==> src/rtl/pflr_pkg.sv <==
`timescale 1ns / 1ps
`default_nettype none

package pflr_pkg;

   localparam int DEFAULT_SCREEN_WIDTH  = 128;
   localparam int DEFAULT_SCREEN_HEIGHT = 64;

   localparam int COORD_W = 16;
   localparam int DATA_W  = 8;
   localparam int ERR_W   = 20;

   localparam logic [1:0] KIND_LINE = 2'd0;
   localparam logic [1:0] KIND_RECT = 2'd1;
   localparam logic [1:0] KIND_READ = 2'd2;

   localparam logic [1:0] PEN_SET   = 2'd0;
   localparam logic [1:0] PEN_CLEAR = 2'd1;
   localparam logic [1:0] PEN_FLIP  = 2'd2;

   typedef enum logic [3:0] {
      ST_CLEAR,
      ST_IDLE,
      ST_LINE_PRIME,
      ST_LINE,
      ST_LINE_WR,
      ST_RECT_SETUP,
      ST_RECT,
      ST_RECT_WR,
      ST_READ,
      ST_RESP
   } state_type;

   typedef struct packed {
      logic load;
      logic prime;
      logic step;
   } line_ctl_type;

   function automatic logic [DATA_W-1:0] apply_pen(input logic [DATA_W-1:0] data,
                                                   input logic [DATA_W-1:0] mask,
                                                   input logic [1:0]        pen);
      logic [DATA_W-1:0] result;
      case (pen)
         PEN_SET:   result = data | mask;
         PEN_CLEAR: result = data & ~mask;
         PEN_FLIP:  result = data ^ mask;
         default:   result = data;
      endcase
      return result;
   endfunction

endpackage

`default_nettype wire

==> src/rtl/pflr_line_step.sv <==
`timescale 1ns / 1ps
`default_nettype none

module pflr_line_step (
   input  wire logic                                 clock,
   input  wire pflr_pkg::line_ctl_type               ctl,
   input  wire logic signed [pflr_pkg::COORD_W-1:0]  x_a,
   input  wire logic signed [pflr_pkg::COORD_W-1:0]  y_a,
   input  wire logic signed [pflr_pkg::COORD_W-1:0]  x_b,
   input  wire logic signed [pflr_pkg::COORD_W-1:0]  y_b,
   output logic signed      [pflr_pkg::COORD_W-1:0]  cur_x,
   output logic signed      [pflr_pkg::COORD_W-1:0]  cur_y,
   output logic                                      last
);

   localparam int CW = pflr_pkg::COORD_W;
   localparam int EW = pflr_pkg::ERR_W;

   logic signed [CW-1:0] x_ff, x_in, y_ff, y_in, xe_ff, xe_in, ye_ff, ye_in;
   logic signed [EW-1:0] dx_ff, dx_in, dy_ff, dy_in, err_ff, err_in, dxy_ff, dxy_in;
   logic                 sx_ff, sx_in, sy_ff, sy_in;

   logic signed [CW:0]   diff_x, diff_y, abs_x, abs_y;
   logic signed [EW:0]   e2;
   logic                 go_x, go_y;
   logic signed [EW-1:0] err_add;

   always_comb begin
      diff_x  = $signed({x_b[CW-1], x_b}) - $signed({x_a[CW-1], x_a});
      diff_y  = $signed({y_b[CW-1], y_b}) - $signed({y_a[CW-1], y_a});
      abs_x   = diff_x[CW] ? -diff_x : diff_x;
      abs_y   = diff_y[CW] ? -diff_y : diff_y;
      e2      = $signed({err_ff, 1'b0});
      go_x    = e2 >= $signed({dy_ff[EW-1], dy_ff});
      go_y    = e2 <= $signed({dx_ff[EW-1], dx_ff});
      if (go_x && go_y) begin
         err_add = dxy_ff;
      end else if (go_x) begin
         err_add = dy_ff;
      end else if (go_y) begin
         err_add = dx_ff;
      end else begin
         err_add = '0;
      end

      x_in   = x_ff;
      y_in   = y_ff;
      xe_in  = xe_ff;
      ye_in  = ye_ff;
      dx_in  = dx_ff;
      dy_in  = dy_ff;
      sx_in  = sx_ff;
      sy_in  = sy_ff;
      err_in = err_ff;
      dxy_in = dxy_ff;

      if (ctl.load) begin
         x_in  = x_a;
         y_in  = y_a;
         xe_in = x_b;
         ye_in = y_b;
         dx_in = EW'(abs_x);
         dy_in = -EW'(abs_y);
         sx_in = x_a < x_b;
         sy_in = y_a < y_b;
      end else if (ctl.prime) begin
         err_in = dx_ff + dy_ff;
         dxy_in = dx_ff + dy_ff;
      end else if (ctl.step) begin
         err_in = err_ff + err_add;
         if (go_x) begin
            x_in = sx_ff ? x_ff + 16'sd1 : x_ff - 16'sd1;
         end
         if (go_y) begin
            y_in = sy_ff ? y_ff + 16'sd1 : y_ff - 16'sd1;
         end
      end
   end

   always_ff @(posedge clock) begin
      x_ff   <= x_in;
      y_ff   <= y_in;
      xe_ff  <= xe_in;
      ye_ff  <= ye_in;
      dx_ff  <= dx_in;
      dy_ff  <= dy_in;
      sx_ff  <= sx_in;
      sy_ff  <= sy_in;
      err_ff <= err_in;
      dxy_ff <= dxy_in;
   end

   assign cur_x = x_ff;
   assign cur_y = y_ff;
   assign last  = (x_ff == xe_ff) && (y_ff == ye_ff);

endmodule

`default_nettype wire

==> config.mk <==
export PLATFORM = sky130hd
export DESIGN_NAME = pflr_line_step
export DESIGN_NICKNAME = d
export VERILOG_FILES = /design/src/rtl/pflr_pkg.sv /design/src/rtl/pflr_line_step.sv
export SDC_FILE = /design/constraint.sdc
export NUM_CORES = 1
export LEC_CHECK = 0
export BUFFER_PORTS_ARGS = -buffer_cell sky130_fd_sc_hd__buf_2
export CAP_MARGIN = 25
export CORE_MARGIN = 4
export CORE_UTILIZATION = 54
export DETAILED_ROUTE_END_ITERATION = 16
export MAX_ROUTING_LAYER = met4
export PLACE_DENSITY = 0.73
export SYNTH_ARGS = -nofsm -noshare
export SYNTH_HDL_FRONTEND = slang
export SYNTH_SLANG_ARGS = --single-unit
export TNS_END_PERCENT = 10
==> constraint.sdc <==
create_clock -name clock -period 11.7 [get_ports clock]
set_clock_uncertainty 0.15 [all_clocks]
set_input_delay 2.925 -clock clock [delete_from_list [all_inputs] [get_ports clock]]
set_output_delay 2.925 -clock clock [all_outputs]
set_load 0.02 [all_outputs]
==> results of run 1 <==
==> per-layer routing <==
| layer | wire length [um] | up-vias | global-route usage, % |
|---|---|---|---|
| li1 | - | 5135 | - |
| met1 | 14300 | 4884 | 33.2 |
| met2 | 15900 | 330 | 42.9 |
| met3 | 2100 | 55 | 4.11 |
| met4 | 837 | 0 | 9.50 |
| met5 | 0 | - | - |
==> through the flow <==
stage,utilization [%],power [mW],instances
2_1_floorplan,-,2.48,1335
3_3_place_gp,59.1,2.91,1729
3_5_place_dp,59.1,2.97,1730
4_1_cts,61.6,3.52,1760
5_1_grt,61.6,3.82,1764
6_report,61.6,3.54,1764
==> final cells by class <==
| type | count | share of cell area, % |
|---|---|---|
| Inverter | 108 | 2.89 |
| Sequential cell | 143 | 30.6 |
| Tap cell | 313 | 2.79 |
| Clock buffer | 17 | 3.03 |
| Clock inverter | 13 | 0.998 |
| Multi-Input combinational cell | 1058 | 55.6 |
| Antenna cell | 4 | 0.0713 |
| Timing Repair Buffer | 108 | 3.99 |
==> worst register-to-register path, delay by kind of cell, from the launching register on <==
family,cells,cell delay [ns]
simple gates,5,1.59
compound gates,11,2.62
mux,2,0.52
fa+ha+maj,2,0.69
flops,1,0.54
xor+xnor,1,0.19
buf+inv,1,0.23
==> state kept, by name, indices dropped and copies added, names as in the netlist <==
| signal | cells |
|---|---|
| xe_ff | 16 |
| dxy_ff | 20 |
| dx_ff | 17 |
| sx_ff | 1 |
| cur_x | 16 |
| dy_ff | 20 |
| sy_ff | 1 |
| err_ff | 20 |
| cur_y | 16 |
| ye_ff | 16 |
==> worst paths after layout <==
kind	start	endpoint	slack (ns)	cells after the start
setup / recovery	y_b[0]	dy_ff[12]$_DFFE_PP_	4.19	21
hold reg to reg	dx_ff[0]$_DFFE_PP_	dxy_ff[0]$_DFFE_PP_	0.52	1
setup reg to reg	dx_ff[16]$_SDFFCE_PP0P_	err_ff[18]$_DFFE_PP_	4.90	22
hold / removal	dx_ff[0]$_DFFE_PP_	dxy_ff[0]$_DFFE_PP_	0.52	1
==> report_power, final <==
part           switching [mW]  internal [mW]
logic                    1.18          0.898
clock network           0.226          0.312
registers               0.141          0.780
==> logic make-up (layout without fill, tap and decap cells) <==
| family | count (synthesis) | in the layout | share of synthesized area [%] |
|---|---|---|---|
| flip-flops | 143 | 143 | 34.1 |
| AND/OR/NAND/NOR | 372 | 372 | 14.9 |
| XOR/XNOR | 149 | 149 | 10.6 |
| adder cells (fa/ha/maj) | 149 | 149 | 15.1 |
| other | 0 | 4 | 0 |
| buffers and inverters | 134 | 246 | 4.04 |
| AO/OA/AOI/OAI | 354 | 354 | 18.5 |
| multiplexers | 34 | 34 | 2.78 |
==> Yosys cell counts, types with 3 or more instances <==
library cell and instances:
nand3_1 29, a31oi_1 4, nor3_1 35, o21a_1 17, a21o_1 42, nor2b_1 19
buf_1 3, nand4_1 23, mux2i_1 26, mux2_2 8, nand2b_1 20, xor2_1 65
a21oi_1 89, a211oi_1 12, fa_1 6, or3_1 9, xnor2_1 81, nor4_1 13
o21bai_1 17, and2_1 4, ha_1 143, o21ai_0 95, edfxtp_1 143, clkbuf_1 18
buf_2 5, or4_1 3, nand2_1 109, a21boi_0 3, nor3b_1 3, nor2_1 70
and3_1 11, o211ai_1 13, or2_2 7, o31ai_1 10, a41oi_1 7, nor4b_1 3
inv_1 107
==> impl_metrics.py, run 1 <==
metrics = {
    "placed_design": {
        "dpl_worst_slack_ns": 3.81,
        "gp_congestion": 0.922,
        "io_buffers": 100,
        "dp_hpwl_um": 25900,
        "dpl-instance-area_mm2": 0.0135,
    },
    "setup_path": {
        "max_stage_delay_ns": 0.67,
        "cp_cell_sequence": "buf_2 -> inv_1 -> ha_1 -> inv_1 -> fa_1 -> a211oi_2 -> o211a_2 -> o21ai_2 -> a31oi_2 -> nor2_1 -> a21oi_1 -> ha_1 -> nand3_1 -> nand2b_1 -> a21oi_1 -> mux2i_1 -> a211oi_2 -> nand4_1 -> o21ai_1 -> a22oi_1 -> xnor2_1",
        "worstSetupPathType": "in2reg",
        "critPathMaxFanout": 18,
        "critPathCaptureType": "flop",
        "arrival_ns": 7.51,
        "cp_num_buf_inv": 3,
        "critPathRequiredTime_ns": 11.70,
        "crit_family": "compound AO/OA/AOI/OAI gates",
        "cp-start-kind": "input port",
        "slowest_stage": "a31oi_2",
    },
    "final_layout": {
        "seq_area_mm2": 0.00429,
        "areaGrowthSynthToFinish_pct": 11.3,
        "nNetsFinal": 1653,
        "fillerInstances": 1958,
        "postLayoutCellArea_mm2": 0.0140,
        "layout-drive-gt1-share_pct": 12.7,
        "multi_input_area_mm2": 0.00781,
        "most-common-layout-cells": "ha_1, edfxtp_1, nand2_1",
    },
    "timing": {
        "fin_crit_sh_pct": 64.2,
        "fin_setup_tns_ns": 0,
        "worst_slack_ns": 4.19,
        "setup_viol": 0,
        "hold_viol": 0,
        "clock.fmax_mhz": 133,
        "max_slew.worst_pin.slew_ns": 0.951,
        "rsz0062_at_grt": "no",
        "period_needed_ns": 7.51,
        "whs_ns": 0.525,
        "slew_headroom_pct": 36.6,
        "slew_viol_final": 0,
    },
    "global_route": {
        "grt_overflow": 0,
        "grt_antenna_before_repair": 4,
        "grt_pass1_wl_um": 52800,
        "grt_pass1_vias": 10200,
        "grt_max_degree": 86,
        "grt_use_total_pct": 26.2,
    },
    "routing": {
        "finalWirelength_um": 33200,
        "drc_errors": 0,
        "vias_per_cell": 5.90,
        "drt_iter0_drc": 725,
        "wl_per_cell_um": 18.8,
        "dr.pass1.iters": 5,
        "via_count": 10400,
        "ant_nets": 0,
    },
    "die": {
        "top_level_ports": 101,
        "rows": 55,
        "dieArea_mm2": 0.0259,
        "core_area_mm2": 0.0228,
        "start_util_pct": 55.3,
        "fp.dieW_um": 161,
        "die_h_um": 161,
    },
    "synthesis": {
        "postSynthNetCount": 1552,
        "seq_area_frac_synth_pct": 34.1,
        "synth-warning-count": 0,
        "synth_cell_type_count": 82,
        "synth_area_leader_cell": "edfxtp_1",
        "synth_edf_count": 143,
        "syn_inst": 1335,
        "syn_area_mm2": 0.0126,
        "avgSynthCellArea_um2": 9.44,
        "synth-seq-cells": 143,
        "synthArstFlopShare_pct": 0,
        "synth-main-ff-cell": "edfxtp_1",
        "synthTopCellsByArea": "edfxtp_1, ha_1, xnor2_1",
        "synth_top_area_share_pct": 34.1,
    },
    "clock_network": {
        "ctsHoldBuffers": 0,
        "numCtsBuffers": 17,
        "cts-htree-levels": 4,
        "clock_latency_ns": 0.43,
        "clk_pin_slew_ns": 0.06,
        "root_buffer": "clkbuf_16",
        "cts_buffer_depth": 2,
        "cts.sinks": 143,
        "cts_setup_buffers": 0,
        "post_cts_resized": 0,
        "cts_tree": "done",
    },
    "pwr": {
        "vdd_ir_drop_max_mv": 0.237,
        "leakagePower_nw": 5.99,
        "pwr_density_cell_mw_per_mm2": 252,
    },
    "outcome": {
        "status": "finished, final reports clean",
    },
    "worst_hold_path": {
        "hp-class": "reg2reg",
    },
    "job": {
        "maxCapViolCount": 0,
    },
}
No activity file was read; power rests on OpenSTA's default activity.
==> run 2: changes to the inputs <==
--- a/config.mk
+++ b/config.mk
@@ -11,7 +11,7 @@
 export CORE_UTILIZATION = 54
 export DETAILED_ROUTE_END_ITERATION = 16
 export MAX_ROUTING_LAYER = met4
-export PLACE_DENSITY = 0.73
+export PLACE_DENSITY = 0.76
 export SYNTH_ARGS = -nofsm -noshare
 export SYNTH_HDL_FRONTEND = slang
 export SYNTH_SLANG_ARGS = --single-unit
==> constraint.sdc (replaced) <==
create_clock -name clock -period 6.4 [get_ports clock]
set_clock_uncertainty 0.15 [all_clocks]
set_input_delay 1.6 -clock clock [delete_from_list [all_inputs] [get_ports clock]]
set_output_delay 1.6 -clock clock [all_outputs]
set_load 0.02 [all_outputs]
==> impl_metrics.py, run 2 (synthesis results as in run 1) <==
metrics = {
    "timing": {
        "period_needed_ns": 5.93,
        "setup_viol": 0,
        "hold_viol": 0,
        "fin_setup_tns_ns": 0,
        "fin_crit_sh_pct": 92.7,
        "slew_viol_final": 0,
        "clock.fmax_mhz": 169,
        "slew_headroom_pct": 39.8,
        "rsz0062_at_grt": "no",
        "max_slew.worst_pin.slew_ns": 0.895,
    },
    "clock_network": {
        "root_buffer": "clkbuf_16",
        "cts-htree-levels": 4,
        "cts_buffer_depth": 2,
        "cts_tree": "done",
        "numCtsBuffers": 17,
        "clk_pin_slew_ns": 0.07,
        "cts.sinks": 143,
        "clock_latency_ns": 0.44,
    },
    "die": {
        "core_area_mm2": 0.0228,
        "top_level_ports": 101,
        "rows": 55,
        "fp.dieW_um": 161,
        "die_h_um": 161,
        "dieArea_mm2": 0.0259,
        "start_util_pct": 55.3,
    },
    "global_route": {
        "grt_pass1_vias": 10400,
        "grt_max_degree": 54,
        "grt_overflow": 0,
        "grt_pass1_wl_um": 54000,
        "grt_use_total_pct": 26.7,
        "grt_antenna_before_repair": 3,
    },
    "setup_path": {
        "cp_cell_sequence": "ha_1 -> nand4_1 -> or2_2 -> nor3_1 -> a211oi_1 -> o221ai_1 -> mux2i_4 -> buf_4 -> o21ai_0 -> ha_1 -> fa_1 -> a21o_1 -> a21oi_1 -> o21bai_1 -> a21oi_1 -> o21ai_0 -> a41o_1 -> a2111oi_1 -> a21oi_1 -> xor2_1 -> mux2_2",
        "critPathCaptureType": "flop",
        "cp_num_buf_inv": 1,
        "worstSetupPathType": "reg2reg",
        "max_stage_delay_ns": 0.52,
        "arrival_ns": 5.96,
        "slowest_stage": "edfxtp_1",
        "cp-start-kind": "flop",
        "r2r_end": "err_ff[18]$_DFFE_PP_",
        "critPathRequiredTime_ns": 6.43,
        "critPathMaxFanout": 9,
        "r2r_setup_slack_ns": 0.47,
        "crit_path_frequent_cell": "a21oi_1",
        "timing.rr.start": "err_ff[19]$_DFFE_PP_",
        "crit_family": "compound AO/OA/AOI/OAI gates",
        "r2r_cells": 21,
    },
    "routing": {
        "dr.pass1.iters": 5,
        "vias_per_cell": 6.04,
        "ant_nets": 0,
        "drc_errors": 0,
        "via_count": 10700,
        "wl_per_cell_um": 19.3,
        "finalWirelength_um": 34100,
        "drt_iter0_drc": 856,
    },
    "placed_design": {
        "gp_congestion": 0.992,
        "io_buffers": 100,
        "dp_hpwl_um": 26500,
    },
    "final_layout": {
        "nNetsFinal": 1659,
        "fillerInstances": 1930,
        "reg_top3": "dxy_ff: 20 flops, dy_ff: 20 flops, err_ff: 20 flops",
        "most-common-layout-cells": "ha_1, edfxtp_1, nand2_1",
        "layout-drive-gt1-share_pct": 13.2,
        "areaGrowthSynthToFinish_pct": 11.9,
        "utilization_pct": 61.9,
    },
    "pwr": {
        "vdd_ir_drop_max_mv": 0.245,
        "pwr_density_cell_mw_per_mm2": 466,
        "leakagePower_nw": 6.04,
    },
    "job": {
        "maxCapViolCount": 0,
    },
    "worst_hold_path": {
        "hp-class": "reg2reg",
        "hp-start": "dx_ff[0]$_DFFE_PP_",
        "min_to": "dxy_ff[0]$_DFFE_PP_",
        "holdPathStages": 1,
    },
    "outcome": {
        "status": "finished, final reports clean",
    },
}
[run 2: cell type report]
cell class / count / area [um2] / share of cell area (%)
Multi-Input combinational cell: 1058 / 7820 / 55.4
Sequential cell: 143 / 4290 / 30.4
Timing Repair Buffer: 114 / 616 / 4.36
Clock buffer: 17 / 425 / 3.02
Inverter: 108 / 405 / 2.87
Tap cell: 313 / 392 / 2.78
Clock inverter: 15 / 149 / 1.06
Antenna cell: 3 / 7.51 / 0.0532
[run 2: what timing repair did]
action,CTS,global route
gates resized for setup,0,2
buffers inserted,0,1
endpoints found under the setup margin,0,2
hold buffers,0,0
endpoints found under the hold margin,0,0
[run 2: per-layer routing]
layer	vias to the layer above	routed length, um	global-route usage, %
li1	5139	-	-
met1	5106	14800	34.0
met2	388	16100	43.8
met3	57	2330	4.16
met4	0	968	9.03
met5	-	0	-
[run 2: worst max-delay path by stage]
stage | end | slack [ns] | cells after the start | from
global route | err_ff[18]$_DFFE_PP_ | 0.07 | 21 | err_ff[19]$_DFFE_PP_
detailed placement | err_ff[18]$_DFFE_PP_ | 0.33 | 21 | err_ff[19]$_DFFE_PP_
floorplan | err_ff[19]$_DFFE_PP_ | 0.51 | 24 | dx_ff[16]$_SDFFCE_PP0P_
CTS | err_ff[18]$_DFFE_PP_ | 0.30 | 21 | err_ff[19]$_DFFE_PP_
finish | err_ff[18]$_DFFE_PP_ | 0.47 | 21 | err_ff[19]$_DFFE_PP_
global placement | err_ff[18]$_DFFE_PP_ | 0.48 | 21 | err_ff[19]$_DFFE_PP_
[run 2: through the flow]
step                      instances  hold slack [ns]  area [um2]  worst slack, ns  total power, mW
after floorplan                1335            0.428       12600            0.508             4.53
after global placement         1734            0.511       13500            0.480             5.37
after detailed placement       1735            0.527       13500            0.332             5.46
after CTS                      1767            0.544       14100            0.298             6.51
after global routing           1771            0.559       14100           0.0729             7.05
final                          1771            0.551       14100            0.468             6.58
[run 2: where the power goes]
group	internal, mW	switching [mW]	leakage, nW
Clock	0.550	0.459	0.284
Combinational	1.67	2.22	4.36
Sequential	1.42	0.247	1.39
Total	3.65	2.93	6.04
==> run 3: changes to the inputs <==
--- a/config.mk
+++ b/config.mk
@@ -11,7 +11,7 @@
 export CORE_UTILIZATION = 54
 export DETAILED_ROUTE_END_ITERATION = 16
 export MAX_ROUTING_LAYER = met4
-export PLACE_DENSITY = 0.76
+export PLACE_DENSITY = 0.73
 export SYNTH_ARGS = -nofsm -noshare
 export SYNTH_HDL_FRONTEND = slang
 export SYNTH_SLANG_ARGS = --single-unit
==> constraint.sdc (replaced) <==
create_clock -name clock -period 5.5 [get_ports clock]
set_clock_uncertainty 0.15 [all_clocks]
set_input_delay 1.375 -clock clock [delete_from_list [all_inputs] [get_ports clock]]
set_output_delay 1.375 -clock clock [all_outputs]
set_load 0.02 [all_outputs]
==> impl_metrics.py, run 3 (synthesis results as in run 1) <==
metrics = {
    "outcome": {
        "status": "finished, final reports clean",
    },
    "global_route": {
        "grt_overflow": 0,
        "grt_max_degree": 63,
        "grt_pass1_vias": 10600,
        "grt_pass1_wl_um": 55100,
        "grt_antenna_before_repair": 5,
        "grt_use_total_pct": 27.4,
    },
    "timing": {
        "fin_setup_tns_ns": 0,
        "slew_viol_final": 0,
        "period_needed_ns": 5.24,
        "clock.fmax_mhz": 191,
        "slew_headroom_pct": 40.7,
        "fin_crit_sh_pct": 95.2,
        "hold_viol": 0,
        "max_slew.worst_pin.slew_ns": 0.886,
        "setup_viol": 0,
    },
    "routing": {
        "drc_errors": 0,
        "drt_iter0_drc": 686,
        "finalWirelength_um": 34800,
        "dr.pass1.iters": 5,
        "wl_per_cell_um": 19.3,
        "vias_per_cell": 5.97,
        "via_count": 10800,
        "ant_nets": 0,
    },
    "setup_path": {
        "critPathCaptureType": "flop",
        "worstSetupPathType": "reg2reg",
        "crit_family": "compound AO/OA/AOI/OAI gates",
        "r2r_setup_slack_ns": 0.26,
        "r2r_cells": 21,
        "crit_path_frequent_cell": "a21o_1",
        "cp_num_buf_inv": 1,
        "critPathRequiredTime_ns": 5.54,
        "max_stage_delay_ns": 0.44,
        "timing.rr.start": "err_ff[9]$_DFFE_PP_",
        "critPathMaxFanout": 3,
        "r2r_end": "err_ff[18]$_DFFE_PP_",
        "cp-start-kind": "flop",
        "arrival_ns": 5.27,
        "slowest_stage": "fa_1",
        "cp_cell_sequence": "ha_1 -> a21o_1 -> a21o_1 -> a21oi_2 -> o2111ai_1 -> a2111o_1 -> nand2_2 -> buf_4 -> mux2i_1 -> o21ai_1 -> fa_1 -> a21o_1 -> a21oi_1 -> o21bai_1 -> a21oi_2 -> o21ai_1 -> a41o_1 -> a2111oi_4 -> a21oi_1 -> xor2_1 -> mux2_2",
    },
    "clock_network": {
        "cts_tree": "done",
        "root_buffer": "clkbuf_16",
        "clk_pin_slew_ns": 0.07,
        "clock_latency_ns": 0.44,
        "cts.sinks": 143,
        "cts_buffer_depth": 2,
        "ctsHoldBuffers": 0,
        "numCtsBuffers": 17,
        "cts-htree-levels": 4,
    },
    "pwr": {
        "power_mw": 8.02,
        "leakagePower_nw": 6.22,
        "pwr_density_cell_mw_per_mm2": 555,
        "vdd_ir_drop_max_mv": 0.249,
    },
    "worst_hold_path": {
        "min_to": "dxy_ff[0]$_DFFE_PP_",
        "holdPathStages": 1,
        "hp-start": "dx_ff[0]$_DFFE_PP_",
        "hp-class": "reg2reg",
    },
    "final_layout": {
        "final_common_cell": "edfxtp_1",
        "nNetsFinal": 1689,
        "most-common-layout-cells": "edfxtp_1, ha_1, nand2_1",
        "postLayoutCellArea_mm2": 0.0144,
        "layout-drive-gt1-share_pct": 16.0,
        "reg_top3": "dxy_ff: 20 flops, dy_ff: 20 flops, err_ff: 20 flops",
        "areaGrowthSynthToFinish_pct": 14.6,
        "utilization_pct": 63.4,
    },
    "die": {
        "rows": 55,
        "die_h_um": 161,
        "start_util_pct": 55.3,
        "top_level_ports": 101,
        "core_area_mm2": 0.0228,
        "fp.dieW_um": 161,
        "dieArea_mm2": 0.0259,
    },
    "job": {
        "maxCapViolCount": 0,
    },
    "placed_design": {
        "dp_hpwl_um": 27300,
        "dpl-instance-area_mm2": 0.0137,
        "io_buffers": 100,
        "gp_congestion": 0.968,
    },
}
## run 3: how the worst max path moves through the flow
stage | endpoint | cells after the start | start
6_report | err_ff[18]$_DFFE_PP_ | 21 | err_ff[9]$_DFFE_PP_
5_1_grt | err_ff[19]$_DFFE_PP_ | 22 | err_ff[2]$_DFFE_PP_
4_1_cts | err_ff[19]$_DFFE_PP_ | 22 | err_ff[13]$_DFFE_PP_
3_5_place_dp | err_ff[18]$_DFFE_PP_ | 21 | err_ff[9]$_DFFE_PP_
3_3_place_gp | err_ff[18]$_DFFE_PP_ | 21 | err_ff[9]$_DFFE_PP_
2_1_floorplan | err_ff[18]$_DFFE_PP_ | 22 | err_ff[9]$_DFFE_PP_
## run 3: metal layers
metal	part of all wire (%)	track usage [%]	wire length, um
met1	43	34.2	14800
met2	48	45.8	16800
met3	6.2	4.18	2160
met4	3.1	9.23	1060
met5	0	-	0
## run 3: through the flow
stage	hold slack (ns)	setup slack, ns	instances
floorplan	0.428	-0.0407	1335
global placement	0.519	0.118	1762
detailed placement	0.525	-0.0587	1762
CTS	0.544	0.0178	1794
global route	0.588	-0.000905	1803
finish	0.530	0.264	1803
## run 3: repair_timing
action	4_1_cts	5_1_grt
setup endpoints to repair	2	7
setup buffers	0	4
gates resized for setup	4	18
pin swaps	0	8
## run 3: layout make-up
cell class,instances,area [um2]
clock inverter,15,173
antenna,5,12.5
multi-input combinational,1058,7900
sequential,143,4290
timing repair buffer,144,845
inverter,108,405
clock buffer,17,425
fill,1878,8330
tap,313,392
## run 3: power breakdown
group	internal, mW	total (mW)	switching (mW)	leakage [nW]
clock	0.685	1.22	0.534	0.290
sequential	1.66	1.92	0.267	1.39
combinational	2.16	4.88	2.72	4.53
total	4.50	8.02	3.52	6.22
